$ cat src/hdl/afp_pkg.sv
// Shared types and constants for the frame admission filter.
// No dependencies; imported by every module of the block.
`default_nettype none

package afp_pkg;

  // Configuration port widths and register indexes.
  localparam int CfgIdxW  = 4;
  localparam int CfgDataW = 32;
  localparam logic [CfgIdxW-1:0] CFG_SERVER_PORT    = 4'd0;
  localparam logic [CfgIdxW-1:0] CFG_SERVER_ADDRESS = 4'd1;

  // Register reset values.
  localparam logic [15:0] SERVER_PORT_RESET    = 16'h0000;
  localparam logic [31:0] SERVER_ADDRESS_RESET = 32'hffff_ffff;

  // Protocol constants.
  localparam logic [15:0] TYPE_AOE     = 16'h88a2;
  localparam logic [15:0] TYPE_IPV4    = 16'h0800;
  localparam logic [7:0]  VERSION_MASK = 8'hf0;
  localparam logic [7:0]  IHL_MASK     = 8'h0f;
  localparam logic [7:0]  IPV4_VERSION = 8'h40;
  localparam logic [3:0]  MIN_IHL      = 4'd5;
  localparam logic [7:0]  PROTO_UDP    = 8'd17;
  localparam logic [31:0] ANY_ADDRESS  = 32'hffff_ffff;
  localparam logic [15:0] ANY_PORT     = 16'h0000;

  // Byte offsets within the frame.
  localparam logic [6:0] POS_TYPE_HI   = 7'd12;
  localparam logic [6:0] POS_TYPE_LO   = 7'd13;
  localparam logic [6:0] POS_VER_IHL   = 7'd14;
  localparam logic [6:0] POS_PROTOCOL  = 7'd23;
  localparam logic [6:0] POS_ADDR_FIRST = 7'd26;
  localparam logic [6:0] POS_ADDR_LAST  = 7'd29;
  localparam logic [6:0] POS_MAX       = 7'd127;

  // Verdict codes.
  typedef enum logic [3:0] {
    VERDICT_AOE         = 4'd0,
    VERDICT_UDP_OK      = 4'd1,
    VERDICT_BAD_TYPE    = 4'd2,
    VERDICT_BAD_VERSION = 4'd3,
    VERDICT_BAD_HLEN    = 4'd4,
    VERDICT_NOT_UDP     = 4'd5,
    VERDICT_PORT        = 4'd6,
    VERDICT_ADDRESS     = 4'd7,
    VERDICT_SHORT       = 4'd8
  } verdict_t;

  // Header fields as they stand after the current byte, with the byte count.
  typedef struct packed {
    logic [7:0]  count;
    logic [15:0] ether_type;
    logic [7:0]  version_and_ihl;
    logic [7:0]  ip_protocol;
    logic [31:0] source_address;
    logic [15:0] source_port;
  } hdr_t;

endpackage

`default_nettype wire

$ cat src/hdl/afp_capture.sv
// Byte position counter and header field capture for the admission filter.
// Depends on afp_pkg.
`default_nettype none

module afp_capture (
  input  wire logic          clk,
  input  wire logic          rst_n,
  input  wire logic          take,
  input  wire logic [7:0]    frame_byte,
  input  wire logic          end_of_frame,
  output afp_pkg::hdr_t      hdr_nxt
);
  import afp_pkg::*;

  logic [6:0]  pos_r,  pos_nxt;
  logic [15:0] type_r, type_nxt;
  logic [7:0]  vihl_r, vihl_nxt;
  logic [7:0]  proto_r, proto_nxt;
  logic [31:0] addr_r, addr_nxt;
  logic [15:0] port_r, port_nxt;
  logic [3:0]  ihl;
  logic [6:0]  port_at;

  // The port offset follows the header length captured before this byte.
  assign ihl     = vihl_r[3:0];
  assign port_at = POS_VER_IHL + {1'b0, ihl, 2'b00};

  // Field updates for the byte at the current position.
  always_comb begin
    type_nxt  = type_r;
    vihl_nxt  = vihl_r;
    proto_nxt = proto_r;
    addr_nxt  = addr_r;
    port_nxt  = port_r;
    if (pos_r == POS_TYPE_HI) begin
      type_nxt = {frame_byte, type_r[7:0]};
    end else if (pos_r == POS_TYPE_LO) begin
      type_nxt = {type_r[15:8], frame_byte};
    end else if (pos_r == POS_VER_IHL) begin
      vihl_nxt = frame_byte;
    end else if (pos_r == POS_PROTOCOL) begin
      proto_nxt = frame_byte;
    end else if (pos_r >= POS_ADDR_FIRST && pos_r <= POS_ADDR_LAST) begin
      addr_nxt = {addr_r[23:0], frame_byte};
    end
    if (pos_r > POS_VER_IHL && ihl >= MIN_IHL) begin
      if (pos_r == port_at) begin
        port_nxt = {frame_byte, port_r[7:0]};
      end else if (pos_r == port_at + 7'd1) begin
        port_nxt = {port_r[15:8], frame_byte};
      end
    end
  end

  // Position saturates on long frames and restarts after the last byte.
  always_comb begin
    if (end_of_frame) begin
      pos_nxt = '0;
    end else if (pos_r < POS_MAX) begin
      pos_nxt = pos_r + 7'd1;
    end else begin
      pos_nxt = pos_r;
    end
  end

  assign hdr_nxt.count           = {1'b0, pos_r} + 8'd1;
  assign hdr_nxt.ether_type      = type_nxt;
  assign hdr_nxt.version_and_ihl = vihl_nxt;
  assign hdr_nxt.ip_protocol     = proto_nxt;
  assign hdr_nxt.source_address  = addr_nxt;
  assign hdr_nxt.source_port     = port_nxt;

  // Capture state, updated only for an accepted byte.
  always_ff @(posedge clk) begin
    if (!rst_n) begin
      pos_r   <= '0;
      type_r  <= '0;
      vihl_r  <= '0;
      proto_r <= '0;
      addr_r  <= '0;
      port_r  <= '0;
    end else if (take) begin
      pos_r   <= pos_nxt;
      type_r  <= type_nxt;
      vihl_r  <= vihl_nxt;
      proto_r <= proto_nxt;
      addr_r  <= addr_nxt;
      port_r  <= port_nxt;
    end
  end

endmodule

`default_nettype wire

$ cat src/hdl/afp_judge.sv
// Verdict logic: checks the captured header against the configured server.
// Depends on afp_pkg.
`default_nettype none

module afp_judge (
  input  wire afp_pkg::hdr_t hdr,
  input  wire logic [15:0]   server_port,
  input  wire logic [31:0]   server_address,
  output afp_pkg::verdict_t  verdict
);
  import afp_pkg::*;

  logic [3:0] ihl;
  logic [7:0] port_need;

  assign ihl       = hdr.version_and_ihl[3:0];
  // Bytes needed to hold the whole UDP source port.
  assign port_need = 8'd16 + {2'b00, ihl, 2'b00};

  // The first failed check names the verdict.
  always_comb begin
    if (hdr.count < 8'd14) begin
      verdict = VERDICT_SHORT;
    end else if (hdr.ether_type == TYPE_AOE) begin
      verdict = VERDICT_AOE;
    end else if (hdr.ether_type != TYPE_IPV4) begin
      verdict = VERDICT_BAD_TYPE;
    end else if (hdr.count < 8'd15) begin
      verdict = VERDICT_SHORT;
    end else if ((hdr.version_and_ihl & VERSION_MASK) != IPV4_VERSION) begin
      verdict = VERDICT_BAD_VERSION;
    end else if (ihl < MIN_IHL) begin
      verdict = VERDICT_BAD_HLEN;
    end else if (hdr.count < 8'd24) begin
      verdict = VERDICT_SHORT;
    end else if (hdr.ip_protocol != PROTO_UDP) begin
      verdict = VERDICT_NOT_UDP;
    end else if (server_port != ANY_PORT && hdr.count < port_need) begin
      verdict = VERDICT_SHORT;
    end else if (server_port != ANY_PORT && hdr.source_port != server_port) begin
      verdict = VERDICT_PORT;
    end else if (server_address != ANY_ADDRESS && hdr.count < 8'd30) begin
      verdict = VERDICT_SHORT;
    end else if (server_address != ANY_ADDRESS && hdr.source_address != server_address) begin
      verdict = VERDICT_ADDRESS;
    end else begin
      verdict = VERDICT_UDP_OK;
    end
  end

endmodule

`default_nettype wire

$ cat src/hdl/udp_aoe_frame_admission_filter_top.sv
// Top level of the frame admission filter: configuration, capture, verdict and output.
// Depends on afp_pkg, afp_capture and afp_judge.
//
//   channel | direction | handshake          | payload
//   in_     | input     | in_valid/in_stall   | frame_byte, end_of_frame
//   out_    | output    | out_valid/out_stall | admit, verdict
//   cfg_    | input     | cfg_valid/cfg_ready | index, data
//
// One byte is taken every cycle while in_stall is low; the verdict for a frame's last byte is
// registered in the output register, or in the skid entry when the output register is full and stalled.
// A two-entry output stage (register plus skid) lets bytes keep flowing while
// a verdict waits; in_stall rises only when both entries are full.
// Synchronous active-low reset clears the position, the output stage and the
// registers to their defaults. cfg_ready is always high.
`default_nettype none

module udp_aoe_frame_admission_filter_top (
  input  wire logic                          clk,
  input  wire logic                          rst_n,
  input  wire logic                          in_valid,
  output logic                               in_stall,
  input  wire logic [7:0]                    in_frame_byte,
  input  wire logic                          in_end_of_frame,
  output logic                               out_valid,
  input  wire logic                          out_stall,
  output logic                               out_admit,
  output logic [3:0]                         out_verdict,
  input  wire logic                          cfg_valid,
  output logic                               cfg_ready,
  input  wire logic [afp_pkg::CfgIdxW-1:0]   cfg_index,
  input  wire logic [afp_pkg::CfgDataW-1:0]  cfg_data
);
  import afp_pkg::*;

  logic        in_take;
  logic        res_valid;
  hdr_t        hdr_nxt;
  verdict_t    verdict;
  logic        res_admit;
  logic        out_take;

  logic [15:0] server_port_r;
  logic [31:0] server_address_r;

  logic        out_valid_r;
  logic        out_admit_r;
  logic [3:0]  out_verdict_r;
  logic        skid_valid_r;
  logic        skid_admit_r;
  logic [3:0]  skid_verdict_r;

  // Configuration registers.
  assign cfg_ready = 1'b1;

  always_ff @(posedge clk) begin
    if (!rst_n) begin
      server_port_r    <= SERVER_PORT_RESET;
      server_address_r <= SERVER_ADDRESS_RESET;
    end else if (cfg_valid && cfg_ready) begin
      unique case (cfg_index)
        CFG_SERVER_PORT:    server_port_r    <= cfg_data[15:0];
        CFG_SERVER_ADDRESS: server_address_r <= cfg_data[31:0];
        default: ;
      endcase
    end
  end

  // Input handshake.
  assign in_stall  = skid_valid_r;
  assign in_take   = in_valid && !in_stall;
  assign res_valid = in_take && in_end_of_frame;
  assign out_take  = out_valid_r && !out_stall;

  afp_capture u_capture (
    .clk          (clk),
    .rst_n        (rst_n),
    .take         (in_take),
    .frame_byte   (in_frame_byte),
    .end_of_frame (in_end_of_frame),
    .hdr_nxt      (hdr_nxt)
  );

  afp_judge u_judge (
    .hdr            (hdr_nxt),
    .server_port    (server_port_r),
    .server_address (server_address_r),
    .verdict        (verdict)
  );

  assign res_admit = (verdict == VERDICT_AOE) || (verdict == VERDICT_UDP_OK);

  // Output register with a skid entry behind it.
  always_ff @(posedge clk) begin
    if (!rst_n) begin
      out_valid_r  <= 1'b0;
      skid_valid_r <= 1'b0;
    end else if (skid_valid_r) begin
      if (out_take) begin
        out_admit_r   <= skid_admit_r;
        out_verdict_r <= skid_verdict_r;
        skid_valid_r  <= 1'b0;
      end
    end else if (res_valid) begin
      if (!out_valid_r || out_take) begin
        out_valid_r   <= 1'b1;
        out_admit_r   <= res_admit;
        out_verdict_r <= verdict;
      end else begin
        skid_valid_r   <= 1'b1;
        skid_admit_r   <= res_admit;
        skid_verdict_r <= verdict;
      end
    end else if (out_take) begin
      out_valid_r <= 1'b0;
    end
  end

  assign out_valid   = out_valid_r;
  assign out_admit   = out_admit_r;
  assign out_verdict = out_verdict_r;

endmodule

`default_nettype wire

$ cat config.mk
export PLATFORM = sky130hd
export DESIGN_NAME = udp_aoe_frame_admission_filter_top
export DESIGN_NICKNAME = d
export VERILOG_FILES = /design/src/hdl/afp_pkg.sv /design/src/hdl/afp_capture.sv /design/src/hdl/afp_judge.sv /design/src/hdl/udp_aoe_frame_admission_filter_top.sv
export SDC_FILE = /design/constraint.sdc
export NUM_CORES = 1
export LEC_CHECK = 0
export CORE_AREA = 2 2 146 176
export DETAILED_ROUTE_END_ITERATION = 12
export DIE_AREA = 0 0 148 178
export DONT_BUFFER_PORTS = 1
export SETUP_SLACK_MARGIN = 0.2
export SLEW_MARGIN = 20
export SYNTH_ARGS = -nofsm -noshare
export SYNTH_HDL_FRONTEND = slang
export SYNTH_HIERARCHICAL = 1
export SYNTH_SLANG_ARGS = --single-unit
$ cat constraint.sdc
create_clock -name clk -period 5.6 [get_ports clk]
set_input_delay 0.84 -clock clk [delete_from_list [all_inputs] [get_ports clk]]
set_output_delay 0.84 -clock clk [all_outputs]
set_load 0.02 [all_outputs]
# Word-level counts from Yosys, hierarchy flattened
# Index checks and enable logic that the tools add are counted.
# word_totals
reg_bits,147
out_inout_bits,8
wordCells,122
# op_classes
n_addsub,5
n_lt_le_gt_ge,11
eq_ne,17
muxes,46
n_bitwise,2
n_reduce_logical,27
# op_table
operator,count
$mux W32,5
$mux W8,9
$mux W4,15
$mux W16,3
$ne A32 B32 Y1,1
$ne A32 B32 Y1 const B,1
$eq A7 B4 Y1 const B,3
$eq A16 B16 Y1 const B,1
$lt A8 B4 Y1 const B,2
$lt A8 B5 Y1 const B,2
$ne A16 B12 Y1 const B,1
$ne A16 B16 Y1,1
$reduce_bool A16 Y1,1
$add A7 B1 Y7 const B,2
$eq A7 B7 Y1,2
$mux W7,2
$mux W1,11
$logic_and A1 B1 Y1,9
$add A7 B1 Y8 const B,1
$eq A4 B1 Y1 const B,2
$logic_not A4 Y1,2
$lt A8 B8 Y1,1
$ne A8 B5 Y1 const B,1
$reduce_and A4 Y1,2
other kinds (19),28

# Depth between registers and ports, before layout
# Gate-level depths: netlist of the first run.
# logic_depth
ltp_word,26
mapped_depth,17

# Modules after synthesis
# The synthesis of the first run kept the hierarchy.
# modules_own_cells
module,instances,cells_each,area_each_um2
afp_capture,1,515,4819.6
udp_aoe_frame_admission_filter_top,1,247,2623.8
afp_judge,1,139,1071.0

# Worst setup path after synthesis of the first run
# Ideal clock, no wire load.
# synth_timing
path_kind,flip-flop to flip-flop
startpoint,register u_capture.pos_r[0]
endpoint,"register out_admit_r (netlist: out_admit), data pin"
setup_ns,0.260
arrival_time_ns,3.735
t_required_ns,5.340
setup_slack_ns,1.605
stages_incl_launch_ff,17
period_less_slack_ns,3.995
path_cell_list,dfxtp_1 > inv_1 > ha_1 > nor4_1 > and2_1 > buf_4 > mux2_2 > inv_1 > ha_1 > ha_1 > nand2_1 > o211ai_2 > o211ai_2 > o21a_4 > a2111oi_4 > nor3_1 > mux2_2
# synth_lines
item,line_no,source
from (decl),afp_capture.sv:15,"logic [6:0] pos_r, pos_nxt;"
from (signal assigned),afp_capture.sv:83,pos_r <= pos_nxt;
to (signal assigned),udp_aoe_frame_admission_filter_top.sv:99,out_admit_r <= skid_admit_r;
to (signal assigned),udp_aoe_frame_admission_filter_top.sv:106,out_admit_r <= res_admit;
to (decl),udp_aoe_frame_admission_filter_top.sv:46,logic out_admit_r;

==> results of run 1 <==
-- cell usage after synthesis, drive strengths merged (18+ instances only) --
master    n
o21ai    18
clkbuf   32
nor2     50
mux2     83
a21oi    50
nand2   129
mux2i    88
dfxtp   137
nand4    23
xor2     49
nor2b    68
buf      31
nor4     22
-- logic make-up (layout without fill, tap and decap cells) --
group,count (synthesis),count (layout)
compound gates,95,95
buf+inv,78,49
flops,147,147
simple gates,339,339
xor+xnor,58,58
fa+ha+maj,12,12
other cells,1,1
mux,171,171
-- layout make-up --
cell class	count	share of cell area, %
inverter	15	0.620
clock buffer	20	5.04
timing repair buffer	5	0.413
multi-input combinational	676	54.5
clock inverter	9	1.43
tap	325	4.48
sequential	147	33.5
-- routing by layer --
metal	global-route usage, %	vias up	share of wire, %
li1	-	3034	-
met1	20.3	2959	46
met2	26.3	117	48
met3	3.25	19	4.2
met4	5.12	0	1.6
met5	0	-	0
-- worst max path at each step --
| stage | start | endpoint | slack [ps] | cells past startpoint |
|---|---|---|---|---|
| after floorplan | u_capture/pos_r[0] | out_admit | 1610 | 16 |
| after global placement | u_capture/pos_r[0] | out_admit | 1270 | 15 |
| after detailed placement | u_capture/pos_r[0] | out_admit | 1140 | 15 |
| after CTS | u_capture/pos_r[0] | out_admit | 1120 | 15 |
| after global routing | u_capture/pos_r[0] | out_admit | 690 | 16 |
| final | u_capture/pos_r[0] | out_admit | 1110 | 15 |
-- worst register-to-register path: cells and delay by family (launching register included) --
kind | cells | cell delay (ps)
and+or+nand+nor | 4 | 1290
AOI/OAI and AO/OA | 4 | 940
muxes | 2 | 680
adders and majority gates | 3 | 640
DFF | 1 | 480
buffers and inverters | 2 | 220
-- power breakdown --
| part | switching, W | internal, W |
|---|---|---|
| combinational | 0.0000446 | 0.0000335 |
| clock | 0.000439 | 0.000719 |
| sequential | 0.0000107 | 0.00106 |
| total | 0.000494 | 0.00182 |
-- stage by stage --
stage,hold slack [ps],total power [W]
floorplan,433,0.00118
global placement,439,0.00118
detailed placement,450,0.00118
CTS,460,0.00234
global route,479,0.00239
finish,458,0.00231
-- flip-flops by register name (all words and copies together), names as in the netlist --
| name | flops |
|---|---|
| u_capture/type_r | 16 |
| u_capture/pos_r | 7 |
| skid_admit_r | 1 |
| u_capture/port_r | 16 |
| out_valid | 1 |
| u_capture/vihl_r | 8 |
| u_capture/proto_r | 8 |
| out_admit | 1 |
| in_stall | 1 |
| skid_verdict_r | 4 |
| out_verdict | 4 |
| u_capture/addr_r | 32 |
| server_port_r | 16 |
| server_address_r | 32 |
==> flow_summary.toml, run 1 <==
[yosys]
muxShareOfSynthArea_pct = 22.0
synthXorXnorAreaFrac_pct = 5.97
synth_flop_cell = "dfxtp_1"
synth_top_area_share_pct = 32.2
netlist_area_mm2 = 0.00851
synth_seq_area_share_pct = 35.7
synth_fp_nets = 963
syn_avg_cell_area_um2 = 9.45
yosys_warnings = 6
yosysTopAreaCell = "dfxtp_1"
async_flop_share_pct = 0
synthTopCellsByArea = "dfxtp_1 32%, mux2i_1 10%, mux2_2 8.6%"
synthDistinctLibCells = 69
netlist_instances = 901
synthAdderAreaFrac_pct = 1.76
synth_top_family_by_area = "multiplexers"
synth_seq_cells = 147
synth_edf_count = 10
synth_compound_area_share_pct = 7.51
yosys.area_share.simple_pct = 20.8

[detailed_routing]
vias_per_cell = 5.12
wl_um = 20300
detail_route.iter0.violations = 342
drc_errors = 0
via_count = 6129
wl_per_cell_um = 17.0
drt.antenna.violating_nets = 0
detail_route.first_pass.iterations = 4

[global_route]
grt_start_max_net_pins = 121
grt_pass1_wl_um = 32800
first_global_vias = 6058
track_usage_pct = 15.7
overflow = 0
antenna_found_initial = 0

[power]
ir_drop_uv = 231
power_density_mw_per_mm2 = 254
leakage_nw = 3.43

[final_layout]
final_core_util_pct = 36.9
multi_input_area_mm2 = 0.00495
drive_above_1_share_pct = 16.2
synthToLayoutAreaGrowth_pct = 6.70
antenna_cells = 0
final_area_mm2 = 0.00908
fin_nets = 924
layout.area.seq_mm2 = 0.00304
final_cell_mix = "137 x dfxtp_1, 127 x nand2_1, 88 x mux2i_1"
nFillCells = 2490
final_common_cell = "dfxtp_1"
final_cells = 1197

[timing]
hold_viol = 0
final-setup-viol-count = 0
fin_crit_ps = 4490
fin_tns_setup_ps = 0
layout_worst_path_cycle_share_pct = 80.2
worst_pin_slew_ps = 1010
drv_slew = 0
max_freq_mhz = 223
rsz0062_at_grt = "false"
setup_ws_ps = 1110
slew_headroom_pct = 32.3
skew_ps = 5.25

[worst_hold_path]
min_to = "u_capture/addr_r[25]"
worstHoldPathCells = 2
hold_path.class = "reg2reg"
worstHoldStart = "u_capture/addr_r[25]"

[floorplanning]
initial_core_util_pct = 34.6
rows = 63
core_area_mm2 = 0.0246
ios = 58
fp.dieH_um = 178
die-width_um = 148
die_area_mm2 = 0.0263

[clock_tree]
cts-resized-gates = 0
cts-hold-fix-buffers = 0
cts_made_buffers = 17
htreeDepth = 4
clkSinkCount = 147
cts_buffer_depth = 2
insertion_delay_ps = 420
clk_pin_slew_ps = 60
post_cts_buffers = 0
cts_root_buf = "clkbuf_16"
cts_tree = "done"

[placed_design]
place_area_mm2 = 0.00850
dpl.cell_count = 1168
dp_slack_ps = 1140
port-buffer-count = 0
hpwl_um = 13900
routabilityCongestion = 0.822

[worst_setup_path]
crit_path_start_kind = "flop"
crit_type = "reg2reg"
worstPathArrival_ps = 4660
critPathRequiredTime_ps = 5770
cpLargestDelayFamily = "simple AND/OR/NAND/NOR gates"
reg2reg_to = "out_admit"
slowest_stage = "nor4_1"
end_kind = "flop"
critical-path-max-stage-delay_ps = 590
cp_cell_sequence = "inv_1, ha_1, nor4_1, and2_1, mux2_2, inv_1, ha_1, ha_1, a211oi_1, o211ai_2, nor2_1, a311oi_1, o21ai_0, nor3_1, mux2_2"
path_max_fanout = 11
reg2regPathDepth = 15
cp_common_cell = "ha_1"
r2r_slack_ps = 1110
r2r-start = "u_capture/pos_r[0]"
cp_num_buf_inv = 2

[status]
status = "completed"

[flow_run]
drv_cap = 0
(Power assumes the default switching activity.)
==> inputs of run 2 (changes only) <==
==> constraint.sdc (replaced) <==
create_clock -name clk -period 3.7 [get_ports clk]
set_input_delay 0.555 -clock clk [delete_from_list [all_inputs] [get_ports clk]]
set_output_delay 0.555 -clock clk [all_outputs]
set_load 0.02 [all_outputs]
==> run 2 against run 1 <==
Compared with the run above: the run now ends with negative setup slack left; setup slack lost 1200 ps; clock skew grew 14 ps; die area is the same; critical path type unchanged; largest cell class unchanged.
==> flow_summary.toml, run 2 (same netlist as run 1, synthesis figures left out) <==
[timing]
hold_viol = 0
skew_ps = 19.0
slew_headroom_pct = 33.7
whs_ps = 224
max_freq_mhz = 264
fin_crit_ps = 3790
layout_worst_path_cycle_share_pct = 102
worst_pin_slew_ps = 995
drv_slew = 0
setup_ws_ps = -86.0
final-setup-viol-count = 3
rsz0062_at_grt = "true"

[detailed_routing]
drt.antenna.violating_nets = 0
detail_route.iter0.violations = 328
vias_per_cell = 5.06
wl_per_cell_um = 16.7
via_count = 6356
wl_um = 21000
detail_route.first_pass.iterations = 4
drc_errors = 0

[clock_tree]
cts_made_buffers = 17
clkSinkCount = 147
cts_buffer_depth = 2
cts_tree = "done"
cts-hold-fix-buffers = 0
clk_pin_slew_ps = 60
cts_root_buf = "clkbuf_16"
insertion_delay_ps = 430
htreeDepth = 4

[power]
switching_share_pct = 22.1
power_frac_comb_pct = 3.9
p_int_w = 0.00280
ir_drop_uv = 319
power_density_mw_per_mm2 = 368
leakage_nw = 3.78
power.switching_w = 0.000796
seqPwrFrac_pct = 45.2
p_clk_share_pct = 50.9

[worst_setup_path]
reg2regPathDepth = 17
worstPathArrival_ps = 3970
critical-path-max-stage-delay_ps = 370
path_max_fanout = 8
slowest_stage = "o2111a_2"
crit_path_start_kind = "flop"
reg2reg_to = "out_admit"
crit_type = "reg2reg"
r2r-start = "u_capture/vihl_r[0]"
cp_common_cell = "buf_6"
end_kind = "flop"
cp_cell_sequence = "inv_2, ha_4, or3_1, a221oi_2, o2111a_2, nand2_8, mux2_4, xor2_2, nor4_2, nand4_1, buf_6, nand2_4, o21a_4, buf_6, a2111oi_4, nor3_2, mux2_2"
critPathRequiredTime_ps = 3880
r2r_slack_ps = -90

[global_route]
track_usage_pct = 16.1
first_global_vias = 6270
antenna_found_initial = 0
overflow = 0
grt_start_max_net_pins = 121
grt_pass1_wl_um = 33500

[flow_run]
drv_cap = 0

[floorplanning]
die_area_mm2 = 0.0263
core_area_mm2 = 0.0246
initial_core_util_pct = 34.6
rows = 63
die-width_um = 148
fp.dieH_um = 178
ios = 58

[final_layout]
synthToLayoutAreaGrowth_pct = 14.8
largestRegisters = "server_address_r x32, u_capture/addr_r x32"
final_cell_mix = "132 x dfxtp_1, 126 x nand2_1, 88 x mux2i_1"
antenna_cells = 0
drive_above_1_share_pct = 25.1
final_common_cell = "dfxtp_1"
fin_nets = 981

[placed_design]
routabilityCongestion = 0.865
port-buffer-count = 0
dp_slack_ps = -239
hpwl_um = 14500

[worst_hold_path]
worstHoldPathCells = 1
min_to = "u_capture/pos_r[6]"
worstHoldStart = "in_end_of_frame"
hold_path.class = "in2reg"

[status]
violations = "negative setup slack"
status = "complete, but fails checks"
[run 2: what timing repair did]
action	in CTS	in global routing
cloned	0	0
pin swaps	16	11
gates resized for setup	20	12
setup endpoints to repair	10	10
setup buffers	5	1
[run 2: worst max-delay path by stage]
| stage | start | endpoint | slack (ps) | depth (start not counted) |
|---|---|---|---|---|
| after floorplan | u_capture/vihl_r[0] | out_admit | 210 | 16 |
| after global placement | u_capture/vihl_r[1] | out_admit | -110 | 15 |
| after detailed placement | u_capture/vihl_r[1] | out_admit | -240 | 15 |
| after CTS | u_capture/vihl_r[1] | out_admit | -60 | 17 |
| after global routing | u_capture/vihl_r[0] | out_admit | -220 | 17 |
| final | u_capture/vihl_r[0] | out_admit | -90 | 17 |
[run 2: worst max-delay path: cells and delay by family (launching register included)]
family,cells,cell delay [ps]
compound gates,4,1220
xor+xnor,1,190
fa+ha+maj,1,150
buf+inv,3,290
flops,1,330
mux,2,590
simple gates,6,770
[run 2: area by class of cell]
| class | instances | area [um2] |
|---|---|---|
| Fill cell | 2479 | 14800 |
| Sequential cell | 147 | 3050 |
| Inverter | 15 | 56.3 |
| Timing Repair Buffer | 62 | 514 |
| Clock buffer | 19 | 433 |
| Tap cell | 325 | 407 |
| Multi-Input combinational cell | 676 | 5130 |
| Clock inverter | 13 | 183 |
[run 2: layer usage]
metal | routed length (um) | global-route usage (%)
met5 | 0 | 0
met4 | 373 | 5.63
met3 | 887 | 3.66
met2 | 10400 | 27.9
met1 | 9300 | 19.6
[run 2: power by group through the flow]
stage / clock network [W] / registers [W] / logic [W]
2_1_floorplan: 0 / 0.00165 / 0.000133
3_3_place_gp: 0 / 0.00166 / 0.000128
3_5_place_dp: 0 / 0.00166 / 0.000129
4_1_cts: 0.00187 / 0.00162 / 0.000140
5_1_grt: 0.00193 / 0.00162 / 0.000153
6_report: 0.00183 / 0.00162 / 0.000140
[run 2: metrics by stage]
| stage | TNS (ps) | area [um2] | power (W) | instances | utilization [%] |
|---|---|---|---|---|---|
| 2_1_floorplan | 0 | 8550 | 0.00179 | 901 | - |
| 3_3_place_gp | -305 | 8940 | 0.00179 | 1219 | 36.4 |
| 3_5_place_dp | -900 | 8940 | 0.00179 | 1219 | 36.4 |
| 4_1_cts | -101 | 9700 | 0.00363 | 1256 | 39.4 |
| 5_1_grt | -762 | 9770 | 0.00371 | 1257 | 39.7 |
| 6_report | -234 | 9770 | 0.00359 | 1257 | 39.7 |
==> inputs of run 3 (changes only) <==
--- a/config.mk
+++ b/config.mk
@@ -5,10 +5,12 @@
 export SDC_FILE = /design/constraint.sdc
 export NUM_CORES = 1
 export LEC_CHECK = 0
-export CORE_AREA = 2 2 146 176
+export CORE_AREA = 2 2 114 138
 export DETAILED_ROUTE_END_ITERATION = 12
-export DIE_AREA = 0 0 148 178
+export DIE_AREA = 0 0 116 140
 export DONT_BUFFER_PORTS = 1
+export PLACE_DENSITY = 0.76
+export REMOVE_ABC_BUFFERS = 1
 export SETUP_SLACK_MARGIN = 0.2
 export SLEW_MARGIN = 20
 export SYNTH_ARGS = -nofsm -noshare
==> run 3 against run 2 <==
Compared with the run above: the run still ends with negative setup slack left; utilization grew 23 points; highest routed layer unchanged; critical endpoint is now out_verdict[1]; die area shrank 38%; setup slack gained 6.6 ps; final area shrank 4.1%; register-to-register slack is essentially flat; maximum frequency grew 0.18%.
==> flow_summary.toml, run 3 (same netlist as run 1, synthesis figures left out) <==
[status]
status = "complete, but fails checks"
violations = "negative setup slack"

[final_layout]
largestRegisters = "server_address_r x32, u_capture/addr_r x32"
layout.area.seq_mm2 = 0.00305
synthToLayoutAreaGrowth_pct = 10.1
final_common_cell = "dfxtp_1"
fin_nets = 970
nFillCells = 1261
final_area_mm2 = 0.00937
final_core_util_pct = 63.2
final_cells = 1124
antenna_cells = 0
drive_above_1_share_pct = 22.7
final_cell_mix = "134 x dfxtp_1, 126 x nand2_1, 88 x mux2i_1"
multi_input_area_mm2 = 0.00505

[timing]
worst_pin_slew_ps = 1000
slew_headroom_pct = 33.1
drv_slew = 0
setup_ws_ps = -79.3
fin_crit_ps = 3780
rsz0062_at_grt = "true"
layout_worst_path_cycle_share_pct = 102
final-setup-viol-count = 3
skew_ps = 8.50
hold_viol = 0
max_freq_mhz = 265
fin_tns_setup_ps = -193

[clock_tree]
clkSinkCount = 147
htreeDepth = 4
cts_buffer_depth = 2
cts_tree = "done"
cts_root_buf = "clkbuf_16"
cts-hold-fix-buffers = 0
insertion_delay_ps = 430
cts_made_buffers = 17
clk_pin_slew_ps = 60

[power]
power_density_mw_per_mm2 = 354
ir_drop_uv = 310
leakage_nw = 3.68

[worst_setup_path]
path_max_fanout = 8
critPathRequiredTime_ps = 3880
end_kind = "flop"
worstSetupStartpoint = "u_capture/vihl_r[1]"
r2r-start = "u_capture/vihl_r[1]"
crit_path_start_kind = "flop"
worstPathArrival_ps = 3960
crit_type = "reg2reg"

[detailed_routing]
detail_route.first_pass.iterations = 4
wl_per_cell_um = 17.0
wl_um = 19100
drt.antenna.violating_nets = 0
via_count = 6266
detail_route.iter0.violations = 348
drc_errors = 0
vias_per_cell = 5.57

[global_route]
grt_start_max_net_pins = 121
track_usage_pct = 24.2
overflow = 0
first_global_vias = 6141
grt_pass1_wl_um = 30700
antenna_found_initial = 0

[placed_design]
port-buffer-count = 0
dp_slack_ps = -84.8
routabilityCongestion = 0.902
hpwl_um = 13200
place_area_mm2 = 0.00868
dpl.cell_count = 1087

[floorplanning]
core_area_mm2 = 0.0148
initial_core_util_pct = 57.4
fp.dieH_um = 140
die-width_um = 116
ios = 58
die_area_mm2 = 0.0162
rows = 49

[flow_run]
drv_cap = 0

[worst_hold_path]
hold_path.class = "in2reg"
worstHoldStart = "in_end_of_frame"
==> run 3: worst max-delay path, cell delays in order, from the launching register on <==
cell,delay (ps)
dfxtp_2,340
inv_2,50
ha_4,150
or3_4,330
a221oi_4,270
o2111a_2,370
nand2_8,120
mux2_4,310
xor2_1,140
nor4_1,330
nand4_1,280
nand2_2,180
o21a_4,160
buf_4,120
o22ai_4,70
mux2_4,290
==> run 3: worst paths after layout <==
path,to,slack (ps),cells past startpoint
max reg2reg,out_verdict[1],-80,15
min reg2reg,u_capture/addr_r[31],450,2
min,u_capture/pos_r[2],220,1
max,out_verdict[1],-80,15
==> run 3: cell type report <==
cell class	count	area share (%)
multi-input combinational	676	53.9
sequential	147	32.5
clock buffer	20	4.89
timing repair buffer	51	4.52
tap	204	2.72
clock inverter	11	0.854
inverter	15	0.601
==> run 3: layer usage <==
| layer | up-vias | track usage, % | routed length (um) |
|---|---|---|---|
| li1 | 3114 | - | - |
| met1 | 3003 | 28.3 | 7960 |
| met2 | 112 | 40.8 | 9830 |
| met3 | 37 | 5.15 | 671 |
| met4 | 0 | 13.0 | 638 |
| met5 | - | 0 | 0 |
==> run 3: report_power, final <==
part           switching (W)  total, W  internal [W]
Sequential         0.0000137   0.00162       0.00161
Clock               0.000676   0.00157      0.000891
Combinational      0.0000724  0.000127     0.0000547
Total               0.000762   0.00332       0.00256
==> run 3: timing repair <==
item | CTS | global route
pin swaps | 11 | 17
gates cloned | 0 | 0
hold endpoints to repair | 0 | 0
setup buffers | 2 | 4
resized for setup | 15 | 14
endpoints found under the setup margin | 7 | 10
==> run 3: through the flow <==
stage | hold slack [ps] | total power (W)
floorplan | 433 | 0.00175
global placement | 438 | 0.00178
detailed placement | 447 | 0.00178
CTS | 209 | 0.00334
global route | 226 | 0.00343
finish | 221 | 0.00332
